File: src/rtl/efrc_pkg.sv
package efrc_pkg;

   localparam int BYTE_W      = 8;
   localparam int MAC_W       = 48;
   localparam int LEN_W       = 16;
   localparam int ETYPE_W     = 16;
   localparam int CRC_W       = 32;
   localparam int CSR_INDEX_W = 2;
   localparam int CSR_DATA_W  = 48;

   // result word: status, length, source address, EtherType, zero pad
   localparam int STATUS_W    = 2;
   localparam int RSP_FIELDS_W = STATUS_W + LEN_W + MAC_W + ETYPE_W;
   localparam int RSP_TDATA_W = ((RSP_FIELDS_W + 7) / 8) * 8;
   localparam int LEN_LSB     = STATUS_W;
   localparam int SRC_LSB     = LEN_LSB + LEN_W;
   localparam int ETYPE_LSB   = SRC_LSB + MAC_W;

   localparam logic [CRC_W-1:0] CRC_SEED = 32'hFFFF_FFFF;
   localparam logic [CRC_W-1:0] CRC_POLY = 32'hEDB8_8320;

   localparam logic [MAC_W-1:0] STATION_MAC_RST = 48'd146848183148421;
   localparam logic [LEN_W-1:0] MIN_FRAME_RST   = 16'd64;
   localparam logic [LEN_W-1:0] MAX_FRAME_RST   = 16'd1518;
   localparam logic [LEN_W-1:0] LEN_SAT         = 16'hFFFF;

   typedef enum logic [STATUS_W-1:0] {
      ST_OK       = 2'd0,
      ST_SIZE_ERR = 2'd1,
      ST_FCS_ERR  = 2'd2,
      ST_DEST_ERR = 2'd3
   } status_type;

   typedef enum logic [CSR_INDEX_W-1:0] {
      CSR_STATION_MAC = 2'd0,
      CSR_MIN_FRAME   = 2'd1,
      CSR_MAX_FRAME   = 2'd2
   } csr_index_type;

endpackage

File: src/rtl/ethernet_frame_receive_check_top.sv
// A result is presented from the result register once its final byte has passed the
//   input register; the byte-wise CRC update is one unrolled XOR network.
// Throughput: one byte per cycle while no final byte waits for the result register.
// Bytes that do not end a frame keep flowing while a result waits on the output.
// Reset (synchronous, active high) restores the register defaults, clears frame state
//   and empties both registers; no clearing pass is needed.
module ethernet_frame_receive_check_top (
   input  logic                               clock,
   input  logic                               reset,
   // slave side, tdata: frame_byte[7:0]; tlast: last_byte
   input  logic                               req_tvalid,
   output logic                               req_tready,
   input  logic [efrc_pkg::BYTE_W-1:0]        req_tdata,
   input  logic                               req_tlast,
   // master side, tdata: frame_status[1:0], frame_length[17:2],
   //   source_mac[65:18], ether_type[81:66], zero pad[87:82]
   output logic                               rsp_tvalid,
   input  logic                               rsp_tready,
   output logic [efrc_pkg::RSP_TDATA_W-1:0]   rsp_tdata,
   // register write port
   input  logic                               csr_we,
   input  logic [efrc_pkg::CSR_INDEX_W-1:0]   csr_index,
   input  logic [efrc_pkg::CSR_DATA_W-1:0]    csr_wdata
);
   import efrc_pkg::*;

   // One reflected CRC-32 byte step, eight shift/xor stages unrolled.
   function automatic logic [CRC_W-1:0] crc_byte(input logic [CRC_W-1:0] crc,
                                                 input logic [BYTE_W-1:0] b);
      logic [CRC_W-1:0] c;
      c = crc ^ {24'd0, b};
      for (int k = 0; k < 8; k++) begin
         c = (c >> 1) ^ (CRC_POLY & {CRC_W{c[0]}});
      end
      return c;
   endfunction

   // configuration registers
   logic [MAC_W-1:0] station_ff;
   logic [LEN_W-1:0] min_ff;
   logic [LEN_W-1:0] max_ff;

   // input register
   logic              in_valid_ff, in_valid_in;
   logic [BYTE_W-1:0] in_byte_ff;
   logic              in_last_ff;

   // per-frame state
   logic [CRC_W-1:0]   crc_ff, crc_in;
   logic [LEN_W-1:0]   cnt_ff, cnt_in;
   logic [CRC_W-1:0]   tail_ff, tail_in;
   logic               dest_ff, dest_in;
   logic [MAC_W-1:0]   src_ff, src_in;
   logic [ETYPE_W-1:0] etype_ff, etype_in;

   // result register
   logic                   rsp_valid_ff, rsp_valid_in;
   logic [RSP_TDATA_W-1:0] rsp_data_ff;

   // updated frame view for the byte in the input register
   logic [CRC_W-1:0]   crc_upd;
   logic [LEN_W-1:0]   cnt_upd;
   logic [CRC_W-1:0]   tail_upd;
   logic               dest_upd;
   logic [MAC_W-1:0]   src_upd;
   logic [ETYPE_W-1:0] etype_upd;
   logic [CRC_W-1:0]   fcs_rx;
   status_type         status;
   logic               consume;
   logic               req_xfer;

   // A final byte needs a free result register; any other byte moves on at once.
   assign consume    = in_valid_ff && (!in_last_ff || !rsp_valid_ff || rsp_tready);
   assign req_tready = !in_valid_ff || consume;
   assign req_xfer   = req_tvalid && req_tready;

   always_comb begin
      dest_upd  = dest_ff;
      src_upd   = src_ff;
      etype_upd = etype_ff;
      // destination bytes against the station address, first byte highest
      for (int i = 0; i < 6; i++) begin
         if (cnt_ff == LEN_W'(i) && station_ff[8*(5-i) +: 8] != in_byte_ff) begin
            dest_upd = 1'b0;
         end
      end
      // capture source address and EtherType, first byte highest
      for (int i = 0; i < 6; i++) begin
         if (cnt_ff == LEN_W'(6 + i)) begin
            src_upd[8*(5-i) +: 8] = in_byte_ff;
         end
      end
      for (int i = 0; i < 2; i++) begin
         if (cnt_ff == LEN_W'(12 + i)) begin
            etype_upd[8*(1-i) +: 8] = in_byte_ff;
         end
      end
      // the CRC sees a byte once it leaves the four-byte delay
      crc_upd  = (cnt_ff >= LEN_W'(4)) ? crc_byte(crc_ff, tail_ff[31:24]) : crc_ff;
      tail_upd = {tail_ff[23:0], in_byte_ff};
      cnt_upd  = (cnt_ff == LEN_SAT) ? cnt_ff : cnt_ff + LEN_W'(1);
      // received FCS, least-significant byte first on the wire
      fcs_rx   = {tail_upd[7:0], tail_upd[15:8], tail_upd[23:16], tail_upd[31:24]};

      if (cnt_upd < min_ff || cnt_upd > max_ff) begin
         status = ST_SIZE_ERR;
      end else if (fcs_rx != ~crc_upd) begin
         status = ST_FCS_ERR;
      end else if (!dest_upd) begin
         status = ST_DEST_ERR;
      end else begin
         status = ST_OK;
      end
   end

   // next frame state: advance on every byte, return to defaults after the final one
   always_comb begin
      crc_in   = crc_ff;
      cnt_in   = cnt_ff;
      tail_in  = tail_ff;
      dest_in  = dest_ff;
      src_in   = src_ff;
      etype_in = etype_ff;
      if (consume) begin
         if (in_last_ff) begin
            crc_in   = CRC_SEED;
            cnt_in   = '0;
            tail_in  = '0;
            dest_in  = 1'b1;
            src_in   = '0;
            etype_in = '0;
         end else begin
            crc_in   = crc_upd;
            cnt_in   = cnt_upd;
            tail_in  = tail_upd;
            dest_in  = dest_upd;
            src_in   = src_upd;
            etype_in = etype_upd;
         end
      end
   end

   always_comb begin
      in_valid_in = in_valid_ff;
      if (req_xfer) begin
         in_valid_in = 1'b1;
      end else if (consume) begin
         in_valid_in = 1'b0;
      end
      rsp_valid_in = rsp_valid_ff;
      if (consume && in_last_ff) begin
         rsp_valid_in = 1'b1;
      end else if (rsp_tready) begin
         rsp_valid_in = 1'b0;
      end
   end

   always_ff @(posedge clock) begin
      if (reset) begin
         station_ff   <= STATION_MAC_RST;
         min_ff       <= MIN_FRAME_RST;
         max_ff       <= MAX_FRAME_RST;
         in_valid_ff  <= 1'b0;
         rsp_valid_ff <= 1'b0;
         crc_ff       <= CRC_SEED;
         cnt_ff       <= '0;
         tail_ff      <= '0;
         dest_ff      <= 1'b1;
         src_ff       <= '0;
         etype_ff     <= '0;
      end else begin
         if (csr_we) begin
            case (csr_index)
               CSR_STATION_MAC: station_ff <= csr_wdata;
               CSR_MIN_FRAME:   min_ff     <= csr_wdata[LEN_W-1:0];
               CSR_MAX_FRAME:   max_ff     <= csr_wdata[LEN_W-1:0];
               default:         ;
            endcase
         end
         in_valid_ff  <= in_valid_in;
         rsp_valid_ff <= rsp_valid_in;
         crc_ff       <= crc_in;
         cnt_ff       <= cnt_in;
         tail_ff      <= tail_in;
         dest_ff      <= dest_in;
         src_ff       <= src_in;
         etype_ff     <= etype_in;
      end
   end

   // payload registers: hold until the next transfer or final byte
   always_ff @(posedge clock) begin
      if (req_xfer) begin
         in_byte_ff <= req_tdata;
         in_last_ff <= req_tlast;
      end
      if (consume && in_last_ff) begin
         rsp_data_ff <= {(RSP_TDATA_W - RSP_FIELDS_W)'(0), etype_upd, src_upd, cnt_upd,
                         status};
      end
   end

   assign rsp_tvalid = rsp_valid_ff;
   assign rsp_tdata  = rsp_data_ff;

endmodule

File: config.mk
export PLATFORM = sky130hd
export DESIGN_NAME = ethernet_frame_receive_check_top
export DESIGN_NICKNAME = d
export VERILOG_FILES = /design/src/rtl/efrc_pkg.sv /design/src/rtl/ethernet_frame_receive_check_top.sv
export SDC_FILE = /design/constraint.sdc
export NUM_CORES = 1
export LEC_CHECK = 0
export ABC_AREA = 0
export BUFFER_PORTS_ARGS = -buffer_cell sky130_fd_sc_hd__buf_2
export CAP_MARGIN = 10
export CORE_MARGIN = 2
export CORE_UTILIZATION = 55
export DETAILED_ROUTE_END_ITERATION = 6
export PLACE_DENSITY = 0.75
export SYNTH_ARGS = -nofsm -noshare
export SYNTH_HDL_FRONTEND = slang
export SYNTH_SLANG_ARGS = --single-unit
File: constraint.sdc
create_clock -name clock -period 6.6 [get_ports clock]
set_input_delay 0.99 -clock clock [delete_from_list [all_inputs] [get_ports clock]]
set_output_delay 0.99 -clock clock [all_outputs]
set_load 0.02 [all_outputs]
# After elaboration in Yosys (flattened, before gate mapping)
# Cells that the tools add are included.
# op_classes
order_cmp,3
muxes,28
eq_ne,23
n_reduce_logical,23
bitwise,10
addsub,1
# op_table
operator,count
bitwise XOR 31 x 32 -> 32 bit,8
equality test 16 x 4 -> 1 bit (second input constant),6
two-way mux 32 bit,3
equality test 16 x 3 -> 1 bit (second input constant),4
two-way mux 8 bit,8
two-way mux 16 bit,3
two-way mux 48 bit,1
!= test 8 bit,6
equality test 16 x 2 -> 1 bit (second input constant),2
!= test 32 bit,1
inverter 32 bit,1
bitwise XOR 32 x 8 -> 32 bit,1
adder 16 x 1 -> 16 bit (second input constant),1
equality test 16 x 1 -> 1 bit (second input constant),1
equality test 16 bit (second input constant),1
>= comparator 16 x 3 -> 1 bit (second input constant),1
greater-than comparator 16 bit,1
zero test 16 bit,1
< comparator 16 bit,1
two-way mux 1 bit,11
logical AND 1 bit,9
AND reduction 2 bit,3
logical OR 1 bit,4
two-way mux 2 bit,2
other kinds (5),8
# totals
ff_bits,318
word_cells,103

# Logic depth before layout (Yosys ltp)
# depth
word_depth,13
ltp_mapped,19
mapped_depth_nobuf,18

# Least setup slack after synthesis
# Ideal clock, no wire load.
# synth_path
path_type,input-to-reg
startpoint,input rsp_tready
endpoint,register crc_ff[10]
setup_slack_ns,0.973
t_required_ns,6.521
t_arrival_ns,5.548
n_path_buf,1
path_stages,7
cell_sequence,nor2b_1 -> nand2_1 -> nand2_1 -> nor2_1 -> nor2_1 -> clkbuf_1 -> o211ai_1
# synth_between
elab_chain_len,2
# synth_lines
element,line,rtl
"start, declared",ethernet_frame_receive_check_top.sv:18,"input logic rsp_tready,"
logical OR 1 bit,ethernet_frame_receive_check_top.sv:73,assign consume = in_valid_ff && (!in_last_ff || !rsp_valid_ff || rsp_tready);
logical AND 1 bit,ethernet_frame_receive_check_top.sv:73,
"end signal, assigned",ethernet_frame_receive_check_top.sv:182,crc_ff <= crc_in;
"end, declared",ethernet_frame_receive_check_top.sv:49,"logic [CRC_W-1:0] crc_ff, crc_in;"
# No other way between the ends.
# A chain may end at the register's enable or synchronous reset.

# Worst setup path in the final report
# layout_path
startpoint,register cnt_ff[0]
endpoint,"register rsp_data_ff[1], in the netlist rsp_tdata[1] (data pin)"
# layout_between
word_cells_on_any_way,30
# layout_rtl
element,line,rtl
"start, declared",ethernet_frame_receive_check_top.sv:50,"logic [LEN_W-1:0] cnt_ff, cnt_in;"
"start signal, assigned",ethernet_frame_receive_check_top.sv:183,cnt_ff <= cnt_in;
adder 16 x 1 -> 16 bit / equality test 16 bit (equally long branches),ethernet_frame_receive_check_top.sv:101,cnt_upd = (cnt_ff == LEN_SAT) ? cnt_ff : cnt_ff + LEN_W'(1);
two-way mux 16 bit *,ethernet_frame_receive_check_top.sv:101,
named net cnt_upd[9],ethernet_frame_receive_check_top.sv:62,logic [LEN_W-1:0] cnt_upd;
< comparator 16 bit / greater-than comparator 16 bit (equally long branches),ethernet_frame_receive_check_top.sv:105,if (cnt_upd < min_ff || cnt_upd > max_ff) begin
logical OR 1 bit *,ethernet_frame_receive_check_top.sv:105,
"end signal, assigned",ethernet_frame_receive_check_top.sv:198,"rsp_data_ff <= {(RSP_TDATA_W - RSP_FIELDS_W)'(0), etype_upd, src_upd, cnt_upd,"
"end, declared",ethernet_frame_receive_check_top.sv:58,logic [RSP_TDATA_W-1:0] rsp_data_ff;
# Mark *: on every way through the listed nets, which the timed path passes. The rest lies on a longest branch.

==> flow_metrics.py <==
metrics = {
    "clocking": {
        "postCtsSetupBuffers": 0,
        "cts_root_buffer": "clkbuf_16",
        "path_clk_slew_ns": 0.06,
        "cts-resized-gates": 0,
        "clock_path_buffers": 3,
        "cts_max_level": 2,
        "clkLatencyLatePin_ns": 0.52,
        "numClockSinks": 318,
        "numCtsBuffers": 35,
        "cts_tree": "yes",
        "hold_buffers": 0,
    },
    "power": {
        "cellPowerDensity_nw_per_um2": 253,
        "leakagePower_nw": 6.98,
        "clockPowerShare_pct": 46.9,
        "p_int_w": 0.00336,
        "ir_drop_mv": 0.168,
        "combPwrFrac_pct": 5.8,
        "p_seq_share_pct": 47.3,
        "p_sw_w": 0.000995,
        "switching_share_pct": 22.8,
    },
    "layout": {
        "drive_gt1_share_pct": 18.7,
        "fillers": 2172,
        "nets": 1742,
        "seq_area_sq_um": 7280,
        "multi_input_area_sq_um": 7200,
        "area_growth_pct": 14.3,
        "antenna_cells": 0,
    },
    "floorplan": {
        "die-width_microns": 169,
        "die_y_microns": 169,
        "rows": 60,
        "start_util_pct": 55.9,
        "die_area_sq_um": 28700,
        "core_area_sq_um": 26900,
        "io_pins": 154,
    },
    "detailed_routing": {
        "routed_via_density": 5.80,
        "drc": 0,
        "drt_wl_total_mm": 37.6,
        "drtAntennaViolNets": 0,
        "dr.pass1.iters": 6,
        "post_drt_wl_per_cell_microns": 18.7,
        "drtIter0Drc": 888,
        "vias": 11660,
    },
    "global_route": {
        "gr-usage-met1_pct": 34.2,
        "grt_pass1_wl_mm": 58.8,
        "antenna_found_initial": 0,
        "track_usage_pct": 25.8,
        "top_usage_layer": "met2",
        "grt_max_degree": 117,
        "use_met2_pct": 42.9,
        "use_met3_pct": 3.47,
        "overflow": 0,
        "grt_pass1_vias": 10939,
    },
    "sta": {
        "fin_crit_ns": 5.08,
        "slew_headroom_pct": 24.5,
        "hold_viol": 0,
        "max_freq_mhz": 197,
        "tightestPinTransition_ns": 1.13,
        "rsz0062_at_grt": "false",
        "finalSetupTns_ns": 0,
        "fin_skew_ns": 0.0208,
        "finalWorstSetupSlack_ns": 1.52,
        "setup_viol": 0,
        "slew_viol_final": 0,
        "period_share_pct": 77.0,
    },
    "logic_synthesis": {
        "syn-mean-instance-area_sq_um": 9.74,
        "netlist_instances": 1544,
        "synthFlopType": "dfxtp_1",
        "synth_most_common_cell": "nand2_1",
        "netlist-cell-type-count": 58,
        "synth_edf_count": 91,
        "yosysTopAreaCellShare_pct": 30.2,
        "synth_common_cells": "242 x nand2_1, 227 x dfxtp_1, 107 x xnor2_1, 106 x nor2_1, 105 x a21oi_1",
        "synth-seq-cells": 318,
        "synth_top_cell_by_area": "dfxtp_1",
        "ys_async_sr_fraction_pct": 0,
        "netlist_area_sq_um": 15000,
        "yosysSeqAreaShare_pct": 48.4,
        "ys_warn_count": 0,
        "ys_top_cells_by_area": "dfxtp_1 30%, edfxtp_1 18%, xnor2_1 6.2%",
    },
    "placement": {
        "routabilityCongestion": 0.875,
        "dp_slack_ns": 1.59,
        "port_buffers": 147,
        "dpl.hpwl_mm": 24.6,
    },
    "setup_path": {
        "rrSetupSlack_ns": 1.52,
        "rr_startpoint": "cnt_ff[0]",
        "cp-start-kind": "register",
        "cp-end-kind": "register",
        "worst-path-max-fanout": 7,
        "rr_worst_depth": 17,
        "rr_endpoint": "rsp_tdata[1]",
        "crit_type": "register to register",
        "worst_ep_required_time_ns": 6.84,
        "critPathArrivalTime_ns": 5.32,
        "endpoint": "rsp_tdata[1]",
        "critPathLaunch": "cnt_ff[0]",
    },
    "min_path": {
        "hp-class": "register to register",
    },
    "run": {
        "cap_violations": 0,
    },
    "run_status": {
        "status": "finished clean",
    },
}
==> cell type report <==
cell class                      count  area share, %
Clock buffer                       49           6.12
Tap cell                          341           2.48
Sequential cell                   318           42.3
Multi-Input combinational cell   1077           41.9
Clock inverter                     15          0.990
Inverter                           45          0.983
Timing Repair Buffer              167           5.19
==> critical path, cell delays in order, from the launching register on <==
cell and delay, ns:
dfxtp_1 0.44, ha_1 0.33, nand3_1 0.20, nor4_1 0.80, nand4_1 0.21, and3_1 0.26
and3_1 0.24, xor2_1 0.29, ha_1 0.32, a21o_1 0.16, a21o_1 0.16, a21o_1 0.17
a21o_1 0.17, a21o_1 0.16, a21o_1 0.19, a221o_1 0.35, o211ai_1 0.29, a21oi_1 0.07
==> worst min-delay path by stage <==
stage	slack, ns	startpoint	to	cells after the start
final	0.46	min_ff[8]	min_ff[8]	2
after global routing	0.47	max_ff[14]	max_ff[14]	2
after CTS	0.45	min_ff[8]	min_ff[8]	2
after detailed placement	0.45	min_ff[8]	min_ff[8]	2
after global placement	0.44	max_ff[14]	max_ff[14]	2
after floorplan	0.43	min_ff[0]	min_ff[0]	2
==> kinds of logic after synthesis <==
kind of cell,after synthesis,share of synthesized area [%]
mux,76,5.61
compound gates,287,12.1
simple gates,508,15.2
other cells,1,0.0249
flops,318,48.4
buf+inv,154,4.04
fa+ha+maj,34,2.83
xor+xnor,166,11.8
==> cells in the final DEF, fill, tap and decap left out, types with 38 or more instances in the layout <==
| cell | n |
|---|---|
| dfxtp_1 | 227 |
| inv_1 | 44 |
| a22oi_1 | 74 |
| xnor2_1 | 107 |
| mux2_2 | 66 |
| nor2_1 | 103 |
| buf_2 | 146 |
| clkbuf_16 | 38 |
| nand3_1 | 53 |
| a21oi_1 | 105 |
| edfxtp_1 | 91 |
| nand2_1 | 241 |
==> sequential cells by signal, indices dropped and copies added (netlist names) <==
| signal | count |
|---|---|
| rsp_tdata | 82 |
| src_ff | 48 |
| station_ff | 48 |
| crc_ff | 32 |
| tail_ff | 32 |
| cnt_ff | 16 |
| etype_ff | 16 |
| max_ff | 16 |
| min_ff | 16 |
| in_byte_ff | 8 |
| dest_ff | 1 |
| in_last_ff | 1 |
| in_valid_ff | 1 |
| rsp_tvalid | 1 |
==> stage by stage <==
stage	hold WS (ns)	total power (W)	utilization, %	instance area [sq um]	instances
after global placement	0.442	0.00235	59.4	16000	1948
after detailed placement	0.448	0.00235	59.4	16000	1948
after CTS	0.455	0.00438	64.0	17200	2012
after global routing	0.472	0.00447	64.0	17200	2012
after floorplan	0.434	0.00226	-	15100	1549
final	0.457	0.00436	64.0	17200	2012
==> power groups by stage <==
stage	combinational, W	sequential, W	clock [W]
after floorplan	0.000156	0.00211	0
after global placement	0.000246	0.00210	0
after detailed placement	0.000249	0.00210	0
after CTS	0.000250	0.00206	0.00207
after global routing	0.000274	0.00206	0.00213
final	0.000251	0.00206	0.00204
==> metal layers <==
metal | share of wire (%) | up-vias
met5 | 0 | -
li1 | - | 5575
met1 | 43 | 5609
met4 | 3.6 | 0
met3 | 5.3 | 93
met2 | 49 | 383
Note: power is estimated with default switching activity, not from simulation.
